<file path="config.mk">
export PLATFORM = sky130hd
export DESIGN_NAME = apsc_front
export DESIGN_NICKNAME = d
export VERILOG_FILES = /design/src/sv/antialiased_point_splat_compositor_defines.svh /design/src/sv/apsc_pkg.sv /design/src/sv/apsc_front.sv
export SDC_FILE = /design/constraint.sdc
export NUM_CORES = 1
export LEC_CHECK = 0
export ABC_AREA = 1
export BUFFER_PORTS_ARGS = -buffer_cell sky130_fd_sc_hd__clkbuf_2
export CORE_ASPECT_RATIO = 0.9
export CORE_MARGIN = 4
export CORE_UTILIZATION = 39
export DETAILED_ROUTE_END_ITERATION = 8
export PLACE_DENSITY = 0.76
export SLEW_MARGIN = 10
export SYNTH_ARGS = -nofsm -noshare
export SYNTH_HDL_FRONTEND = slang
export SYNTH_SLANG_ARGS = --single-unit
</file>
<file path="constraint.sdc">
create_clock -name clk -period 2 [get_ports clk]
set_input_delay 0.4 -clock clk [delete_from_list [all_inputs] [get_ports clk]]
set_output_delay 0.4 -clock clk [all_outputs]
set_load 0.02 [all_outputs]
</file>
<file path="src/sv/antialiased_point_splat_compositor_defines.svh">
// ----------------------------------------------------------------------------
// Assertion macros for the point splat compositor
// Shared shorthand for clocked assertions, checked out of reset.
// ----------------------------------------------------------------------------
`ifndef ANTIALIASED_POINT_SPLAT_COMPOSITOR_DEFINES_SVH
`define ANTIALIASED_POINT_SPLAT_COMPOSITOR_DEFINES_SVH

// Same-cycle implication, ignored while rst is high.
`define APSC_ASSERT(label, ante, cons, msg) \
  label: assert property (@(posedge clk) disable iff (rst) (ante) |-> (cons)) \
    else $error(msg);

// Next-cycle implication, ignored while rst is high.
`define APSC_ASSERT_NEXT(label, ante, cons, msg) \
  label: assert property (@(posedge clk) disable iff (rst) (ante) |=> (cons)) \
    else $error(msg);

`endif

</file>
<file path="src/sv/apsc_pkg.sv">
// ----------------------------------------------------------------------------
// apsc_pkg
// Operation codes, register indexes, constants and the command type that
// travels from the front end through the queue to the plane engine.
// ----------------------------------------------------------------------------
package apsc_pkg;

  localparam logic [1:0] OP_SPLAT = 2'd0;
  localparam logic [1:0] OP_MERGE = 2'd1;
  localparam logic [1:0] OP_CLEAR = 2'd2;
  localparam logic [1:0] OP_READ  = 2'd3;

  localparam logic REG_PEN  = 1'b0;
  localparam logic REG_SIZE = 1'b1;

  localparam logic [3:0]  PEN_RESET  = 4'd11;
  localparam logic [8:0]  SIZE_RESET = 9'd256;
  localparam logic [3:0]  COV_MAX    = 4'd15;
  localparam logic [8:0]  FRAC_ONE   = 9'd256;
  localparam logic [20:0] ROUND_HALF = 21'd32768;

  localparam int QDEPTH = 2;
  localparam int QPW    = 1;

  typedef struct packed {
    logic [1:0]         op;
    logic               halve;
    logic signed [11:0] ix;
    logic signed [11:0] iy;
    logic [7:0]         tx;
    logic [7:0]         ty;
    logic [7:0]         rd_x;
    logic [7:0]         rd_y;
    logic               rd_ok;
  } cmd_t;

  typedef struct packed {
    logic full;
    logic empty;
  } q_stat_t;

endpackage

</file>
<file path="src/sv/apsc_front.sv">
// ----------------------------------------------------------------------------
// apsc_front
// Takes input transactions, decodes them into commands (pixel and fraction
// split for splats, range check for reads) and pushes them into the queue.
// ----------------------------------------------------------------------------
module apsc_front #(
  parameter int PLANE_MAX = 256
) (
  input  logic                clk,
  input  logic                rst,
  input  logic                init_busy,
  input  logic [$clog2(PLANE_MAX+1)-1:0] active_size,
  input  logic                in_valid,
  output logic                in_stall,
  input  logic [1:0]          operation,
  input  logic signed [19:0]  point_x,
  input  logic signed [19:0]  point_y,
  input  logic                halve_scratch,
  input  logic [7:0]          read_x,
  input  logic [7:0]          read_y,
  input  apsc_pkg::q_stat_t   q_stat,
  output logic                q_push,
  output apsc_pkg::cmd_t      q_data
);

  localparam int ASW = $clog2(PLANE_MAX + 1);
  localparam int RW  = (ASW > 8) ? ASW : 8;

  logic           cmd_valid;
  apsc_pkg::cmd_t cmd;
  apsc_pkg::cmd_t cmd_next;
  logic           accept;

  assign q_push   = cmd_valid && !q_stat.full;
  assign in_stall = init_busy || (cmd_valid && q_stat.full);
  assign accept   = in_valid && !in_stall;
  assign q_data   = cmd;

  always_comb begin
    cmd_next.op    = operation;
    cmd_next.halve = halve_scratch;
    cmd_next.ix    = point_x[19:8];
    cmd_next.iy    = point_y[19:8];
    cmd_next.tx    = point_x[7:0];
    cmd_next.ty    = point_y[7:0];
    cmd_next.rd_x  = read_x;
    cmd_next.rd_y  = read_y;
    cmd_next.rd_ok = (RW'(read_x) < RW'(active_size)) &&
                     (RW'(read_y) < RW'(active_size));
  end

  always_ff @(posedge clk) begin
    if (rst) begin
      cmd_valid <= 1'b0;
    end else if (accept) begin
      cmd_valid <= 1'b1;
    end else if (q_push) begin
      cmd_valid <= 1'b0;
    end
  end

  always_ff @(posedge clk) begin
    if (accept) begin
      cmd <= cmd_next;
    end
  end

endmodule

</file>
==> flow_results.org <==
** Synthesis
- The compound-cell area share of the yosys netlist is 0.0132.
- Flop and latch count out of synthesis :: 61
- By area the synthesized netlist is led by sky130_fd_sc_hd__edfxtp_1 79%, sky130_fd_sc_hd__ha_1 7.7%, sky130_fd_sc_hd__nand2_1 4.1%.
- Combinational family with the most area after synthesis :: adder cells
- Of the total synthesized cell area, the portion taken by XOR and XNOR cells is 0.
- Dominant cell by count in the synthesized netlist :: sky130_fd_sc_hd__edfxtp_1
- Synth cell types :: 12
- Number of flops mapped to enable cells by yosys :: 60
- For this run, the number of Yosys warnings is 0.
- Among all flip-flop cells after synthesis, the most frequent one is sky130_fd_sc_hd__edfxtp_1.
- Cell area after synthesis :: 2280 um^2
- Synthesized-area fraction occupied by adder cells :: 0.0769
- Of all cell types, the one taking the most synthesized area is sky130_fd_sc_hd__edfxtp_1.
- Most numerous cell types in the synthesized netlist :: 60 x sky130_fd_sc_hd__edfxtp_1, 25 x sky130_fd_sc_hd__nand2_1, 22 x sky130_fd_sc_hd__inv_1
- Mux share of post-synthesis cell area :: 0
- The share of synthesized area in the top cell type comes to 0.791.
- Cells after Synth :: 142
- Post-Syn Nets :: 230
- Async SR Flop Fraction :: 0
- Of the synthesized area, sequential elements account for 0.800.
- After synthesis, the mean cell area works out to 16.0 um^2.
- Simple-Gate Fraction of Synth Area :: 0.0736

** STA
- Hold timing on the final database bottoms out at a slack of 241 ps.
- In the post-route analysis, the smallest setup slack over all paths is 466 ps.
- Number of slew-limit violations in the final report :: 0
- Between clock sinks in the finished design, the worst skew comes to 7.43 ps.
- Transition time at the pin with the least slew margin :: 326 ps
- Ratio of final minimum period to clock period :: 0.767
- Setup violations remaining at the end of the flow were counted as 0.
- Relative max-transition margin :: 0.782
- The count of endpoints failing hold in the final timing report is 0.
- Minimum clock period :: 1530 ps
- Static timing analysis puts the maximum clock frequency at 652 MHz.
- Setup repair after global routing left no endpoint under its margin.

** Worst setup path
- Source of the critical timing path :: cmd_valid
- Destination of the worst register-to-register timing path :: q_data[24]
- STA classifies the critical path startpoint as a register.
- The critical path is of the reg -> out type.
- Along the worst path, the maximum fanout reaches 2.
- In this run the critical register-to-register path is launched from cmd_valid.
- Worst reg2reg path depth :: 5
- The critical path ends at in_stall.
- Flop-to-flop setup slack :: 590 ps
- For the worst setup path, the data required time is 1600 ps.
- At the worst endpoint, the arrival time is 1130 ps.
- Endpoint type of the worst setup path :: output port

** Die
- From left edge to right edge, the die measures 88.5 um.
- Row generation in the floorplan step produced 26 rows.
- Initial core utilization :: 0.402
- Vertical die dimension :: 80.5 um
- Std-Cell Core Area :: 5660 um^2
- Die ar. :: 7130 um^2
- Total I/O pin count :: 136

** Power
- Worst IR Drop VDD :: 0.000588 V
- For this design the static power due to leakage is 1.55 nW.
- In this run the power density over the cells is 877 nW/um^2.

** Finish
- Multi-input gate area :: 380 um^2
- Number of nets in the final layout :: 376
- Relative to the synthesized area, the layout overhead comes to 43.2%.
- Area occupied by registers :: 1820 um^2
- After filler insertion, the fill cell instance count of the layout stands at 493.
- Antenna diodes :: 0
- In the final layout, the share of cells above drive strength 1 is 0.529.

** Clock tree
- TritonCTS built the clock tree.
- Number of clock sinks seen by CTS :: 61
- The later pin in the worst-skew pair is clocked with a latency of 330 ps.
- Post_cts resized :: 0
- Total setup buffers inserted after CTS :: 0
- Root cell of the clock tree :: sky130_fd_sc_hd__clkbuf_8
- Clk buf depth :: 2
- Number of buffers added to fix hold violations after cts :: 0
- Number of H-tree branching levels :: 3
- Clock-pin slew was measured on the worst setup and hold paths at 70 ps.
- Clock buffer count from CTS :: 9

** Flow run
- Max-cap violations in this run came to 0.

** GRT
- Largest net degree at the start of global routing :: 62
- Aggregate global routing overflow :: 0
- Global-route wire length before repair :: 7470 um
- The via count of the first global-routing pass was 1580.
- The initial antenna violation count came to 0.
- Global-route usage over all layers :: 0.144

** Hold path
- Worst min path class :: in -> reg

** Route
- After detailed routing, the average wire length per cell comes to 14.0 um.
- Via total after detailed routing :: 1604
- Final wirelength :: 5080 um
- Number of search-and-repair iterations in the first detailed-routing pass :: 4
- After detailed routing, the number of vias per cell comes to 4.42.
- Antenna viol nets, final :: 0
- Iteration-0 DRC Markers :: 46
- For this run, design rule violations remaining after detail routing come to 0.

** Placement
- Worst Setup Slack post-DPL :: 383 ps
- Detailed placement finished with a half-perimeter wire length of 3970 um.
- Final weighted congestion in routability-driven placement :: 0.839
- Input/output buffers :: 134

** Run status
- The flow ran to the end, and the final reports show no timing, DRC or antenna violations.
-- report_power, final --
| group | switching, mW | internal, mW | total, mW |
|---|---|---|---|
| logic | 0.183 | 0.120 | 0.303 |
| registers | 0.0143 | 1.47 | 1.49 |
| clock network | 0.495 | 0.576 | 1.07 |
-- registers in the layout (all words and copies together) (netlist names) --
name,count
q_data,60
cmd_valid,1
-- cell type report --
type,instances,share of cell area
multi-input cells,59,0.117
flip-flops and latches,61,0.559
inverters,22,0.0253
clock inverters,7,0.0226
well taps,70,0.0269
repair buffers,135,0.212
clock buffers,9,0.0380
-- worst max-delay path, stage by stage, from the launching register on --
cell and delay [ps]:
sky130_fd_sc_hd__dfxtp_1 330, sky130_fd_sc_hd__nand2_4 60, sky130_fd_sc_hd__inv_2 30, sky130_fd_sc_hd__or2_4 230, sky130_fd_sc_hd__clkbuf_2 160
-- layout by cell type (no fill, tap or decap), drive strengths merged --
cell	netlist	final
clkinvlp	0	4
buf	0	1
ha	14	14
inv	22	23
bufinv	0	1
edfxtp	60	60
o21bai	1	1
a21oi	3	3
nor2	10	10
clkbuf	0	143
nand2	25	25
dfxtp	1	1
a21boi	1	1
clkinv	0	1
nand3	4	4
or2	1	1
-- metrics by stage --
| stage | util | instance area, um^2 | instances | power, mW | setup TNS, ps |
|---|---|---|---|---|---|
| after floorplan | - | 2280 | 142 | 1.67 | -3410 |
| after global placement | 0.541 | 3060 | 347 | 1.81 | 0 |
| after detailed placement | 0.541 | 3060 | 347 | 1.82 | 0 |
| after CTS | 0.576 | 3260 | 363 | 2.90 | 0 |
| after global routing | 0.576 | 3260 | 363 | 3.01 | 0 |
| final | 0.576 | 3260 | 363 | 2.86 | 0 |
-- worst min path at each step --
stage / depth (start not counted) / end / startpoint
after floorplan: 0 / q_data[10] / read_x[1]
after global placement: 4 / cmd_valid / cmd_valid
after detailed placement: 1 / q_data[57] / halve_scratch
after CTS: 1 / q_data[49] / point_x[12]
after global routing: 1 / q_data[59] / operation[1]
final: 1 / q_data[47] / point_x[10]
-- cells by family after synthesis --
logic type,after synthesis
flip-flops,61
AND/OR/NAND/NOR,40
buffers and inverters,22
AO/OA/AOI/OAI,5
adder cells (fa/ha/maj),14
-- metal layers --
layer,global-route usage,vias up,wire [um]
li1,-,788,-
met1,0.161,726,1900
met2,0.247,86,2610
met3,0.0697,4,555
met4,0.0363,0,17
met5,0,-,0
No activity file was read; power rests on OpenSTA's default activity.
