**src/sv/antialiased_point_splat_compositor_defines.svh**
```systemverilog
// ----------------------------------------------------------------------------
// Assertion macros for the point splat compositor
// Shared shorthand for clocked assertions, checked out of reset.
// ----------------------------------------------------------------------------
`ifndef ANTIALIASED_POINT_SPLAT_COMPOSITOR_DEFINES_SVH
`define ANTIALIASED_POINT_SPLAT_COMPOSITOR_DEFINES_SVH

// Same-cycle implication, ignored while rst is high.
`define APSC_ASSERT(label, ante, cons, msg) \
  label: assert property (@(posedge clk) disable iff (rst) (ante) |-> (cons)) \
    else $error(msg);

// Next-cycle implication, ignored while rst is high.
`define APSC_ASSERT_NEXT(label, ante, cons, msg) \
  label: assert property (@(posedge clk) disable iff (rst) (ante) |=> (cons)) \
    else $error(msg);

`endif

```
**src/sv/apsc_pkg.sv**
```systemverilog
// ----------------------------------------------------------------------------
// apsc_pkg
// Operation codes, register indexes, constants and the command type that
// travels from the front end through the queue to the plane engine.
// ----------------------------------------------------------------------------
package apsc_pkg;

  localparam logic [1:0] OP_SPLAT = 2'd0;
  localparam logic [1:0] OP_MERGE = 2'd1;
  localparam logic [1:0] OP_CLEAR = 2'd2;
  localparam logic [1:0] OP_READ  = 2'd3;

  localparam logic REG_PEN  = 1'b0;
  localparam logic REG_SIZE = 1'b1;

  localparam logic [3:0]  PEN_RESET  = 4'd11;
  localparam logic [8:0]  SIZE_RESET = 9'd256;
  localparam logic [3:0]  COV_MAX    = 4'd15;
  localparam logic [8:0]  FRAC_ONE   = 9'd256;
  localparam logic [20:0] ROUND_HALF = 21'd32768;

  localparam int QDEPTH = 2;
  localparam int QPW    = 1;

  typedef struct packed {
    logic [1:0]         op;
    logic               halve;
    logic signed [11:0] ix;
    logic signed [11:0] iy;
    logic [7:0]         tx;
    logic [7:0]         ty;
    logic [7:0]         rd_x;
    logic [7:0]         rd_y;
    logic               rd_ok;
  } cmd_t;

  typedef struct packed {
    logic full;
    logic empty;
  } q_stat_t;

endpackage

```
**src/sv/apsc_fifo.sv**
```systemverilog
// ----------------------------------------------------------------------------
// apsc_fifo
// Short command queue between the front end and the plane engine.
// ----------------------------------------------------------------------------
module apsc_fifo (
  input  logic            clk,
  input  logic            rst,
  input  logic            push,
  input  apsc_pkg::cmd_t  push_data,
  input  logic            pop,
  output apsc_pkg::cmd_t  head,
  output apsc_pkg::q_stat_t stat
);

  apsc_pkg::cmd_t entries [apsc_pkg::QDEPTH];
  logic [apsc_pkg::QPW-1:0] wr_ptr;
  logic [apsc_pkg::QPW-1:0] rd_ptr;
  logic [apsc_pkg::QPW:0]   count;

  always_ff @(posedge clk) begin
    if (rst) begin
      wr_ptr <= '0;
      rd_ptr <= '0;
      count  <= '0;
    end else begin
      if (push) begin
        wr_ptr <= wr_ptr + 1'b1;
      end
      if (pop) begin
        rd_ptr <= rd_ptr + 1'b1;
      end
      if (push && !pop) begin
        count <= count + 1'b1;
      end else if (pop && !push) begin
        count <= count - 1'b1;
      end
    end
  end

  always_ff @(posedge clk) begin
    if (push) begin
      entries[wr_ptr] <= push_data;
    end
  end

  assign head       = entries[rd_ptr];
  assign stat.full  = (count == (apsc_pkg::QPW+1)'(apsc_pkg::QDEPTH));
  assign stat.empty = (count == '0);

endmodule

```
**config.mk**
```make
export PLATFORM = sky130hd
export DESIGN_NAME = apsc_fifo
export DESIGN_NICKNAME = d
export VERILOG_FILES = /design/src/sv/antialiased_point_splat_compositor_defines.svh /design/src/sv/apsc_pkg.sv /design/src/sv/apsc_fifo.sv
export SDC_FILE = /design/constraint.sdc
export NUM_CORES = 1
export LEC_CHECK = 0
export ABC_CLOCK_PERIOD_IN_PS = 3250
export BUFFER_PORTS_ARGS = -buffer_cell sky130_fd_sc_hd__buf_2
export CAP_MARGIN = 25
export CORE_UTILIZATION = 40
export DETAILED_ROUTE_END_ITERATION = 10
export HOLD_SLACK_MARGIN = 0.08
export PLACE_DENSITY = 0.66
export SYNTH_ARGS = -nofsm -noshare
export SYNTH_HDL_FRONTEND = slang
export SYNTH_SLANG_ARGS = --single-unit
```
**constraint.sdc**
```tcl
create_clock -name clk -period 3.25 [get_ports clk]
set_input_delay 0.1625 -clock clk [delete_from_list [all_inputs] [get_ports clk]]
set_output_delay 0.1625 -clock clk [all_outputs]
set_load 0.005 [all_outputs]
```
==> run_results.csv, run 1 <==
group,metric,value,unit
sta,skew,0.00451,ns
sta,timing.slew.headroom,0.459,
worst_hold_path,hp-start,"push_data[30]",
worst_hold_path,min_delay_worst_endpoint,"entries[0][30]$_DFFE_PP_",
critical_path,crit_slowest_cell,"dfxtp_2",
detailed_routing,drt-total-wl,8460,µm
die,rows,38,
critical_path,end_kind,"output port",
final_layout,num_antenna_cells,0,
detailed_routing,vias,2593,
pwr,p_per_area,627,nW/µm²
place,place_area,5350,µm²
clocking,cts_tree,"done",
synthesis,ys_seq_area_frac,0.816,
clocking,cts_buffers,17,
sta,layout_worst_path_cycle_share,0.686,
critical_path,slowest_delay,0.84,ns
critical_path,worst-path-stages,3,
final_layout,final_cell_area,6550,µm²
synthesis,synth_top_area_frac,0.794,
detailed_routing,viasPerCell,4.59,
final_layout,final_cells,565,
sta,fin_hold_ws,0.482,ns
detailed_routing,ant_nets,0,
synthesis,syn_inst,209,
detailed_routing,drt_iter0_drc,126,
synthesis,synthTopCellsByArea,"edfxtp_1, mux2_2, dfxtp_1",
pwr,p_leak,2.51,nW
outcome,outcome,"finished, final reports clean",
critical_path,reg2reg_depth,2,
clocking,cts_root_buf,"clkbuf_16",
critical_path,crit_required,3.09,ns
sta,rsz0062_at_grt,"no",
clocking,clkLatencyLatePin,0.40,ns
sta,finalSetupViolCount,0,
worst_hold_path,min_path_type,"in -> reg",
global_routing,overflow,0,
global_routing,grt_pass1_vias,2718,
die,core_area,10900,µm²
place,port_buffers,125,
run,maxCapViolations,0,
critical_path,critPathKind,"reg -> out",
sta,worstMarginPinSlew,0.811,ns
critical_path,cp-start-kind,"register",
synthesis,syn-mean-instance-area,21.7,µm²
sta,fin_crit,2.23,ns
critical_path,crit_chain,"buf_12 > mux2_2 > buf_2",
die,dieHeight,109,µm
pwr,vdd_drop_max,0.303,mV
clocking,cts_num_sinks,125,
synthesis,ys_types,16,
critical_path,worst_ep_arrival_time,2.07,ns
critical_path,ff2ff_setup_slack,1.50,ns
global_routing,grtUsageTotal,0.152,
critical_path,worstReg2RegEnd,"entries[1][28]$_DFFE_PP_",
clocking,clk_pin_slew,0.05,ns
sta,slew_violations,0,
place,dp_hpwl,4900,µm
global_routing,antenna_found_initial,0,
sta,hold_viol,0,
detailed_routing,wl_per_cell,15.0,µm
die,dieWidth,109,µm
synthesis,synth.cell_area,4540,µm²
die,ioPinCount,126,
final_layout,nets,479,
clocking,post_cts.repair.setup_buffers,0,
clocking,cts_htree_levels,4,
clocking,clock_path_buffers,2,
synthesis,ys_warn_count,0,
sta,tns,0,ns
final_layout,areaGrowthSynthToFinish,44.4,%
die,dieArea,11800,µm²
die,start_util,0.415,
critical_path,cp_top_family,"flip-flops",
critical_path,reg2reg_from,"wr_ptr$_SDFFE_PP0P_",
final_layout,drive_above_1_share,0.508,
synthesis,synth_seq_cells,125,
place,dp.cells,471,
detailed_routing,drc,0,
synthesis,synth_nets,274,
global_routing,grt_first_pass_wirelength,12900,µm
global_routing,grt_max_degree,32,
detailed_routing,firstDrtPassIters,4,
critical_path,critical_path.max_fanout,31,
place,routabilityCongestion,0.732,
sta,clock.fmax,449,MHz
critical_path,timing.critical_path.buf_inv,2,
worst_hold_path,hold_depth,2,
synthesis,synth_top_area_cell,"edfxtp_1",
final_layout,final_core_utilization,0.599,
==> cell type report <==
cell class | count | area [µm²]
multi-input cells | 76 | 788
flip-flops and latches | 125 | 3700
fillers | 880 | 4380
clock buffers | 19 | 433
well taps | 140 | 175
repair buffers | 193 | 1320
inverters | 1 | 3.75
clock inverters | 11 | 126
==> registers in the layout, indices dropped and copies added, names as in the netlist, named ones only <==
| name | flops |
|---|---|
| count | 2 |
| entries | 120 |
| rd_ptr | 1 |
| wr_ptr | 1 |
==> timing repair <==
item | CTS | global route
endpoints found under the hold margin | 125 | 0
resized for setup | 0 | 0
hold buffers | 64 | 0
==> worst register-to-register path, cell delays in order, from the launching register on <==
cell	delay, ns
dfxtp_1	0.40
and2_2	0.71
buf_12	0.32
==> cell usage in the layout (no fill, tap or decap), types with 3 or more instances in the layout <==
master	n
nor2_1	5
dlygate4sd3_1	64
clkinv_1	5
buf_2	125
edfxtp_1	120
mux2_2	60
bufinv_16	3
dfxtp_1	4
clkbuf_16	17
==> synthesized netlist by cell type <==
cell type and instances:
edfxtp_1 120, mux2_2 60, buf_4 6, dfxtp_1 5, nor2_1 5, xnor2_1 2, xor2_1 2, a21oi_1 1
and2_1 1, and2b_2 1, buf_2 1, ha_1 1, inv_1 1, nor2b_1 1, o21ai_0 1, or3_1 1
==> per-stage QoR <==
stage          worst slack [ns]  total power [mW]
2_1_floorplan             0.927              2.12
3_3_place_gp               1.40              2.29
3_5_place_dp               1.40              2.30
4_1_cts                   0.959              4.15
5_1_grt                   0.901              4.26
6_report                   1.02              4.11
==> per-layer routing <==
layer  track usage  vias to the layer above  share of wire
met5             0                        -              0
met4        0.0763                        0          0.018
met1         0.164                     1238           0.41
met3        0.0549                       20          0.062
li1              -                     1238              -
met2         0.261                       97           0.51
==> power by group <==
part | switching [mW] | internal, mW | leakage [nW]
clock network | 0.613 | 1.18 | 0.270
logic | 0.166 | 0.235 | 1.07
registers | 0.0393 | 1.88 | 1.17
total | 0.818 | 3.29 | 2.51
==> logic make-up after synthesis <==
family                     after synthesis  synth area share
AOI/OAI and AO/OA                        2           0.00220
DFF                                    125             0.816
muxes                                   60             0.149
and+or+nand+nor                          9            0.0102
xor gates and xnor gates                 4           0.00772
buffers and inverters                    8            0.0119
adders and majority gates                1           0.00276
==> worst max-delay path by stage <==
stage                   startpoint                      end  slack [ns]
6_report                  register                  head[0]        1.02
5_1_grt                   register                 head[28]        0.90
4_1_cts                   register                 head[28]        0.96
3_5_place_dp              register                 head[28]        1.40
3_3_place_gp              register                 head[28]        1.40
2_1_floorplan  wr_ptr$_SDFFE_PP0P_  entries[0][0]$_DFFE_PP_        0.93
No activity file was read; power rests on OpenSTA's default activity.
==> inputs of run 2 (changes only) <==
--- a/config.mk
+++ b/config.mk
@@ -5,13 +5,12 @@
 export SDC_FILE = /design/constraint.sdc
 export NUM_CORES = 1
 export LEC_CHECK = 0
-export ABC_CLOCK_PERIOD_IN_PS = 3250
+export ABC_CLOCK_PERIOD_IN_PS = 2150
 export BUFFER_PORTS_ARGS = -buffer_cell sky130_fd_sc_hd__buf_2
 export CAP_MARGIN = 25
 export CORE_UTILIZATION = 40
 export DETAILED_ROUTE_END_ITERATION = 10
 export HOLD_SLACK_MARGIN = 0.08
-export PLACE_DENSITY = 0.66
 export SYNTH_ARGS = -nofsm -noshare
 export SYNTH_HDL_FRONTEND = slang
 export SYNTH_SLANG_ARGS = --single-unit
==> constraint.sdc (replaced) <==
create_clock -name clk -period 2.15 [get_ports clk]
set_input_delay 0.1075 -clock clk [delete_from_list [all_inputs] [get_ports clk]]
set_output_delay 0.1075 -clock clk [all_outputs]
set_load 0.005 [all_outputs]
==> run 2 against run 1 <==
Net effect: sequential power up 50%; highest routed layer unchanged; largest cell class unchanged; wire length fell by 4.7%; worst hold slack got worse by 0.055 ns; critical endpoint is now head[22]; sequential cell count is the same.
==> run_results.csv, run 2 (synthesized netlist as in run 1, its figures left out) <==
group,metric,value,unit
outcome,outcome,"finished, final reports clean",
sta,hold_viol,0,
clocking,hold_buffers,63,
worst_hold_path,hold_depth,2,
clocking,cts_htree_levels,4,
critical_path,reg2reg_depth,2,
final_layout,nets,480,
final_layout,largest_register_ffs,120,
worst_hold_path,min_path_type,"in -> reg",
global_routing,grt_max_degree,31,
die,ioPinCount,126,
sta,skew,0.00644,ns
critical_path,crit_required,2.04,ns
clocking,clock_path_buffers,2,
detailed_routing,drc,0,
detailed_routing,firstDrtPassIters,4,
clocking,cts_num_sinks,125,
detailed_routing,vias,2592,
critical_path,critical_path.max_fanout,30,
detailed_routing,drt-total-wl,8060,µm
die,rows,38,
sta,slew_violations,0,
final_layout,regMostFlops,"entries",
clocking,cts_root_buf,"clkbuf_16",
critical_path,worstReg2RegEnd,"entries[1][15]$_DFFE_PP_",
final_layout,areaGrowthSynthToFinish,45.9,%
final_layout,drive_above_1_share,0.523,
pwr,p_leak,2.54,nW
sta,rsz0062_at_grt,"no",
sta,tns,0,ns
worst_hold_path,min_delay_worst_endpoint,"entries[1][42]$_DFFE_PP_",
die,dieHeight,109,µm
die,core_area,10900,µm²
final_layout,final_common_cell,"buf_2",
critical_path,critPathKind,"reg -> out",
pwr,p_per_area,991,nW/µm²
clocking,clk_pin_slew,0.06,ns
detailed_routing,wl_per_cell,14.2,µm
critical_path,ff2ff_setup_slack,0.84,ns
global_routing,grtUsageTotal,0.145,
global_routing,grt_pass1_vias,2774,
final_layout,reg_top3,"entries x120, count x2",
die,start_util,0.415,
clocking,cts_buffers,17,
place,port_buffers,125,
pwr,vdd_drop_max,0.609,mV
worst_hold_path,hp-start,"push_data[42]",
critical_path,worst_ep_arrival_time,1.62,ns
sta,fin_crit,1.73,ns
sta,clock.fmax,578,MHz
sta,setup_slack,0.420,ns
die,dieWidth,109,µm
critical_path,cp-start-kind,"register",
detailed_routing,drt_iter0_drc,119,
sta,layout_worst_path_cycle_share,0.805,
critical_path,reg2reg_from,"wr_ptr$_SDFFE_PP0P_",
clocking,cts_resized,0,
detailed_routing,viasPerCell,4.56,
final_layout,num_antenna_cells,0,
clocking,cts_tree,"done",
clocking,clkLatencyLatePin,0.40,ns
sta,timing.slew.headroom,0.720,
global_routing,grt_first_pass_wirelength,12700,µm
final_layout,final_core_utilization,0.605,
global_routing,overflow,0,
critical_path,end_kind,"output port",
place,routabilityCongestion,0.685,
place,dp_hpwl,5000,µm
die,dieArea,11800,µm²
sta,worstMarginPinSlew,0.419,ns
detailed_routing,ant_nets,0,
final_layout,final_cell_mix,"buf_2, edfxtp_1, dlygate4sd3_1",
pwr,total_power,6.56,mW
global_routing,antenna_found_initial,0,
run,maxCapViolations,0,
place,dp_slack,0.807,ns
sta,finalSetupViolCount,0,
clocking,post_cts.repair.setup_buffers,0,
==> run 2: cell types whose count changed in the layout (fill, tap and decap cells not counted) <==
| cell | delta |
|---|---|
| clkinv_4 | +3 |
| inv_6 | +2 |
| bufinv_16 | +2 |
| dlygate4sd3_1 | -1 |
| clkbuf_1 | -1 |
| clkinvlp_4 | +1 |
| buf_12 | -2 |
| clkinv_1 | -3 |
| buf_4 | +4 |
| clkinv_2 | -2 |
==> run 2: worst max-delay path, cell delays in order, from the launching register on <==
cell,delay [ns]
dfxtp_2,0.32
buf_4,0.36
mux2_2,0.40
buf_2,0.13
==> run 2: worst max-delay path by stage <==
| stage | start | end | slack [ns] | cells past startpoint |
|---|---|---|---|---|
| global placement | register | head[22] | 0.80 | 3 |
| finish | register | head[22] | 0.42 | 3 |
| floorplan | wr_ptr$_SDFFE_PP0P_ | entries[0][0]$_DFFE_PP_ | 0.49 | 1 |
| CTS | register | head[22] | 0.37 | 3 |
| detailed placement | register | head[22] | 0.81 | 3 |
| global route | register | head[22] | 0.32 | 3 |
==> run 2: cell type report <==
cell class | instances | area (µm²)
Clock inverter | 14 | 216
Inverter | 1 | 3.75
Timing Repair Buffer | 194 | 1300
Multi-Input combinational cell | 76 | 788
Tap cell | 140 | 175
Fill cell | 857 | 4320
Sequential cell | 125 | 3700
Clock buffer | 18 | 429
==> run 2: power breakdown <==
group          leakage [nW]  switching [mW]  internal, mW
Combinational          1.07           0.269         0.348
Sequential             1.17          0.0356          2.84
Clock                 0.306            1.00          2.06
==> run 2: layer usage <==
metal / wire [µm] / vias up / track usage
li1: - / 1239 / -
met4: 59 / 0 / 0.0608
met1: 3430 / 1262 / 0.166
met5: 0 / - / 0
met3: 517 / 8 / 0.0549
met2: 4050 / 83 / 0.243
==> run 2: stage by stage <==
stage / hold slack, ns / cell area [µm²] / cells
floorplan: 0.177 / 4550 / 209
global placement: 0.295 / 5340 / 473
detailed placement: 0.299 / 5340 / 473
CTS: 0.408 / 6620 / 568
global route: 0.416 / 6620 / 568
finish: 0.427 / 6620 / 568
==> inputs of run 3 (changes only) <==
--- a/config.mk
+++ b/config.mk
@@ -5,7 +5,8 @@
 export SDC_FILE = /design/constraint.sdc
 export NUM_CORES = 1
 export LEC_CHECK = 0
-export ABC_CLOCK_PERIOD_IN_PS = 2150
+export ABC_AREA = 1
+export ABC_CLOCK_PERIOD_IN_PS = 1600
 export BUFFER_PORTS_ARGS = -buffer_cell sky130_fd_sc_hd__buf_2
 export CAP_MARGIN = 25
 export CORE_UTILIZATION = 40
==> constraint.sdc (replaced) <==
create_clock -name clk -period 1.6 [get_ports clk]
set_input_delay 0.08 -clock clk [delete_from_list [all_inputs] [get_ports clk]]
set_output_delay 0.08 -clock clk [all_outputs]
set_load 0.005 [all_outputs]
==> run 3 against run 2 <==
Net effect: the run now ends with design-rule violations left; clock power up 13%; combinational power up 56%; largest power group is now registers; cell count up 2.8%; largest cell class unchanged; final area up 3.9%; critical endpoint is now head[23].
==> run_results.csv, run 3 <==
group,metric,value,unit
synthesis,syn_inst,220,
sta,skew,0.00637,ns
detailed_routing,drt_iter0_drc,103,
clocking,cts_resized,0,
sta,clock.fmax,631,MHz
outcome,violations,"design-rule violations",
clocking,cts_tree,"done",
place,routabilityCongestion,0.656,
critical_path,critPathKind,"reg -> out",
sta,hold_viol,0,
run,maxCapViolations,0,
sta,fin_hold_ws,0.395,ns
synthesis,synthTopCellsByArea,"edfxtp_1, mux2_4, buf_12",
worst_hold_path,hold_depth,2,
pwr,total_power,8.28,mW
critical_path,reg2reg_from,"wr_ptr$_SDFFE_PP0P_",
critical_path,ff2ff_setup_slack,0.31,ns
synthesis,synth_seq_cells,125,
final_layout,largest_register_ffs,120,
detailed_routing,firstDrtPassIters,7,
sta,finalSetupViolCount,0,
synthesis,ys_warn_count,0,
final_layout,final_common_cell,"buf_2",
die,dieWidth,112,µm
clocking,cts_buffers,17,
global_routing,gr-max-usage-layer,"met2",
clocking,clock_path_buffers,2,
clocking,cts_num_sinks,125,
clocking,clk_pin_slew,0.05,ns
synthesis,synth_nets,285,
clocking,cts_htree_levels,4,
place,dp_slack,0.291,ns
die,dieArea,12600,µm²
worst_hold_path,min_delay_worst_endpoint,"entries[0][52]$_DFFE_PP_",
global_routing,grtUsageTotal,0.151,
die,dieHeight,112,µm
global_routing,gr-usage-met1,0.175,
global_routing,antenna_found_initial,0,
synthesis,synthArstFlopShare,0,
global_routing,overflow,0,
synthesis,synth.cell_area,4860,µm²
final_layout,final_core_utilization,0.592,
detailed_routing,viasPerCell,4.54,
detailed_routing,drc,9,
critical_path,worst_ep_arrival_time,1.50,ns
sta,fin_crit,1.58,ns
critical_path,cp-start-kind,"register",
final_layout,fill_cells,878,
final_layout,final_cell_area,6880,µm²
final_layout,num_antenna_cells,0,
detailed_routing,drt-total-wl,8810,µm
final_layout,drive_above_1_share,0.503,
pwr,vdd_drop_max,0.886,mV
synthesis,synth_ff_type,"edfxtp_1",
sta,layout_worst_path_cycle_share,0.990,
detailed_routing,wl_per_cell,15.1,µm
die,ioPinCount,126,
final_layout,final_cells,584,
synthesis,synth_edf_count,120,
synthesis,syn-mean-instance-area,22.1,µm²
sta,rsz0062_at_grt,"yes",
global_routing,grt_max_degree,31,
final_layout,final_cell_mix,"buf_2, edfxtp_1, dlygate4sd3_1",
synthesis,ys_top_cells_by_count,"edfxtp_1, mux2_4, inv_1",
critical_path,reg2reg_depth,3,
critical_path,worstReg2RegEnd,"entries[1][48]$_DFFE_PP_",
critical_path,critical_path.max_fanout,30,
place,port_buffers,125,
sta,setup_slack,0.0162,ns
sta,worstMarginPinSlew,0.372,ns
final_layout,areaGrowthSynthToFinish,41.5,%
detailed_routing,ant_nets,0,
clocking,clkLatencyLatePin,0.41,ns
outcome,outcome,"complete, but fails checks",
place,dp.cells,489,
final_layout,nets,494,
sta,slew_violations,0,
critical_path,crit_required,1.52,ns
die,start_util,0.419,
clocking,post_cts.repair.setup_buffers,0,
sta,tns,0,ns
die,core_area,11600,µm²
final_layout,regMostFlops,"entries",
die,rows,39,
global_routing,grt_use_met3,0.0616,
synthesis,yosysMostFrequentCell,"edfxtp_1",
detailed_routing,vias,2652,
synthesis,synth_top_area_cell,"edfxtp_1",
pwr,p_leak,2.79,nW
synthesis,synth_top_area_frac,0.741,
global_routing,grt_util_met2,0.243,
global_routing,grt_pass1_vias,2820,
pwr,p_per_area,1200,nW/µm²
final_layout,reg_top3,"entries x120, count x2",
place,place_area,5700,µm²
critical_path,end_kind,"output port",
worst_hold_path,hp-start,"push_data[52]",
worst_hold_path,min_path_type,"in -> reg",
global_routing,grt_first_pass_wirelength,13900,µm
synthesis,ys_types,15,
sta,timing.slew.headroom,0.751,
place,dp_hpwl,5260,µm
synthesis,ys_seq_area_frac,0.762,
clocking,cts_root_buf,"clkbuf_16",
[run 3: critical path, cell delays in order (launching register included)]
cell and delay, ns:
dfxtp_4 0.37, buf_12 0.25, mux2_4 0.32, buf_2 0.14
[run 3: how the worst max path moves through the flow]
stage                                     to  slack (ns)  depth (start not counted)
floorplan            entries[1][0]$_DFFE_PP_       -0.06                          2
global placement    entries[1][43]$_DFFE_PP_        0.29                          3
detailed placement  entries[1][43]$_DFFE_PP_        0.29                          3
CTS                                 head[27]       -0.01                          3
global route                        head[27]       -0.05                          3
finish                              head[23]        0.02                          3
[run 3: area by class of cell]
type,count,area (µm²),share of cell area
Tap cell,143,179,0.0260
Inverter,9,37.5,0.00546
Timing Repair Buffer,197,1410,0.206
Clock buffer,19,433,0.0629
Sequential cell,125,3710,0.539
Multi-Input combinational cell,79,1000,0.146
Clock inverter,12,104,0.0151
[run 3: cells by family (layout without fill, tap and decap cells)]
family,count (synthesis),in the layout,share of synthesized area
muxes,60,60,0.185
adders and majority gates,1,1,0.00257
xor gates and xnor gates,1,1,0.00180
DFF,125,125,0.762
AOI/OAI and AO/OA,2,2,0.00206
and+or+nand+nor,15,15,0.0126
buffers and inverters,16,237,0.0340
[run 3: report_power, final]
| group | leakage (nW) | total (mW) | switching, mW | internal [mW] |
|---|---|---|---|---|
| clock | 0.268 | 3.47 | 1.24 | 2.23 |
| sequential | 1.17 | 3.84 | 0.0489 | 3.79 |
| combinational | 1.36 | 0.965 | 0.386 | 0.579 |
[run 3: what timing repair did]
item                                    in CTS  in global routing
endpoints found under the hold margin      125                  0
endpoints found under the setup margin      19                 60
hold buffers                                64                  0
[run 3: layer usage]
metal	routed length [µm]	share of wire	vias up
li1	-	-	1268
met1	3780	0.43	1268
met2	4270	0.48	102
met3	587	0.067	14
met4	179	0.020	0
met5	0	0	-
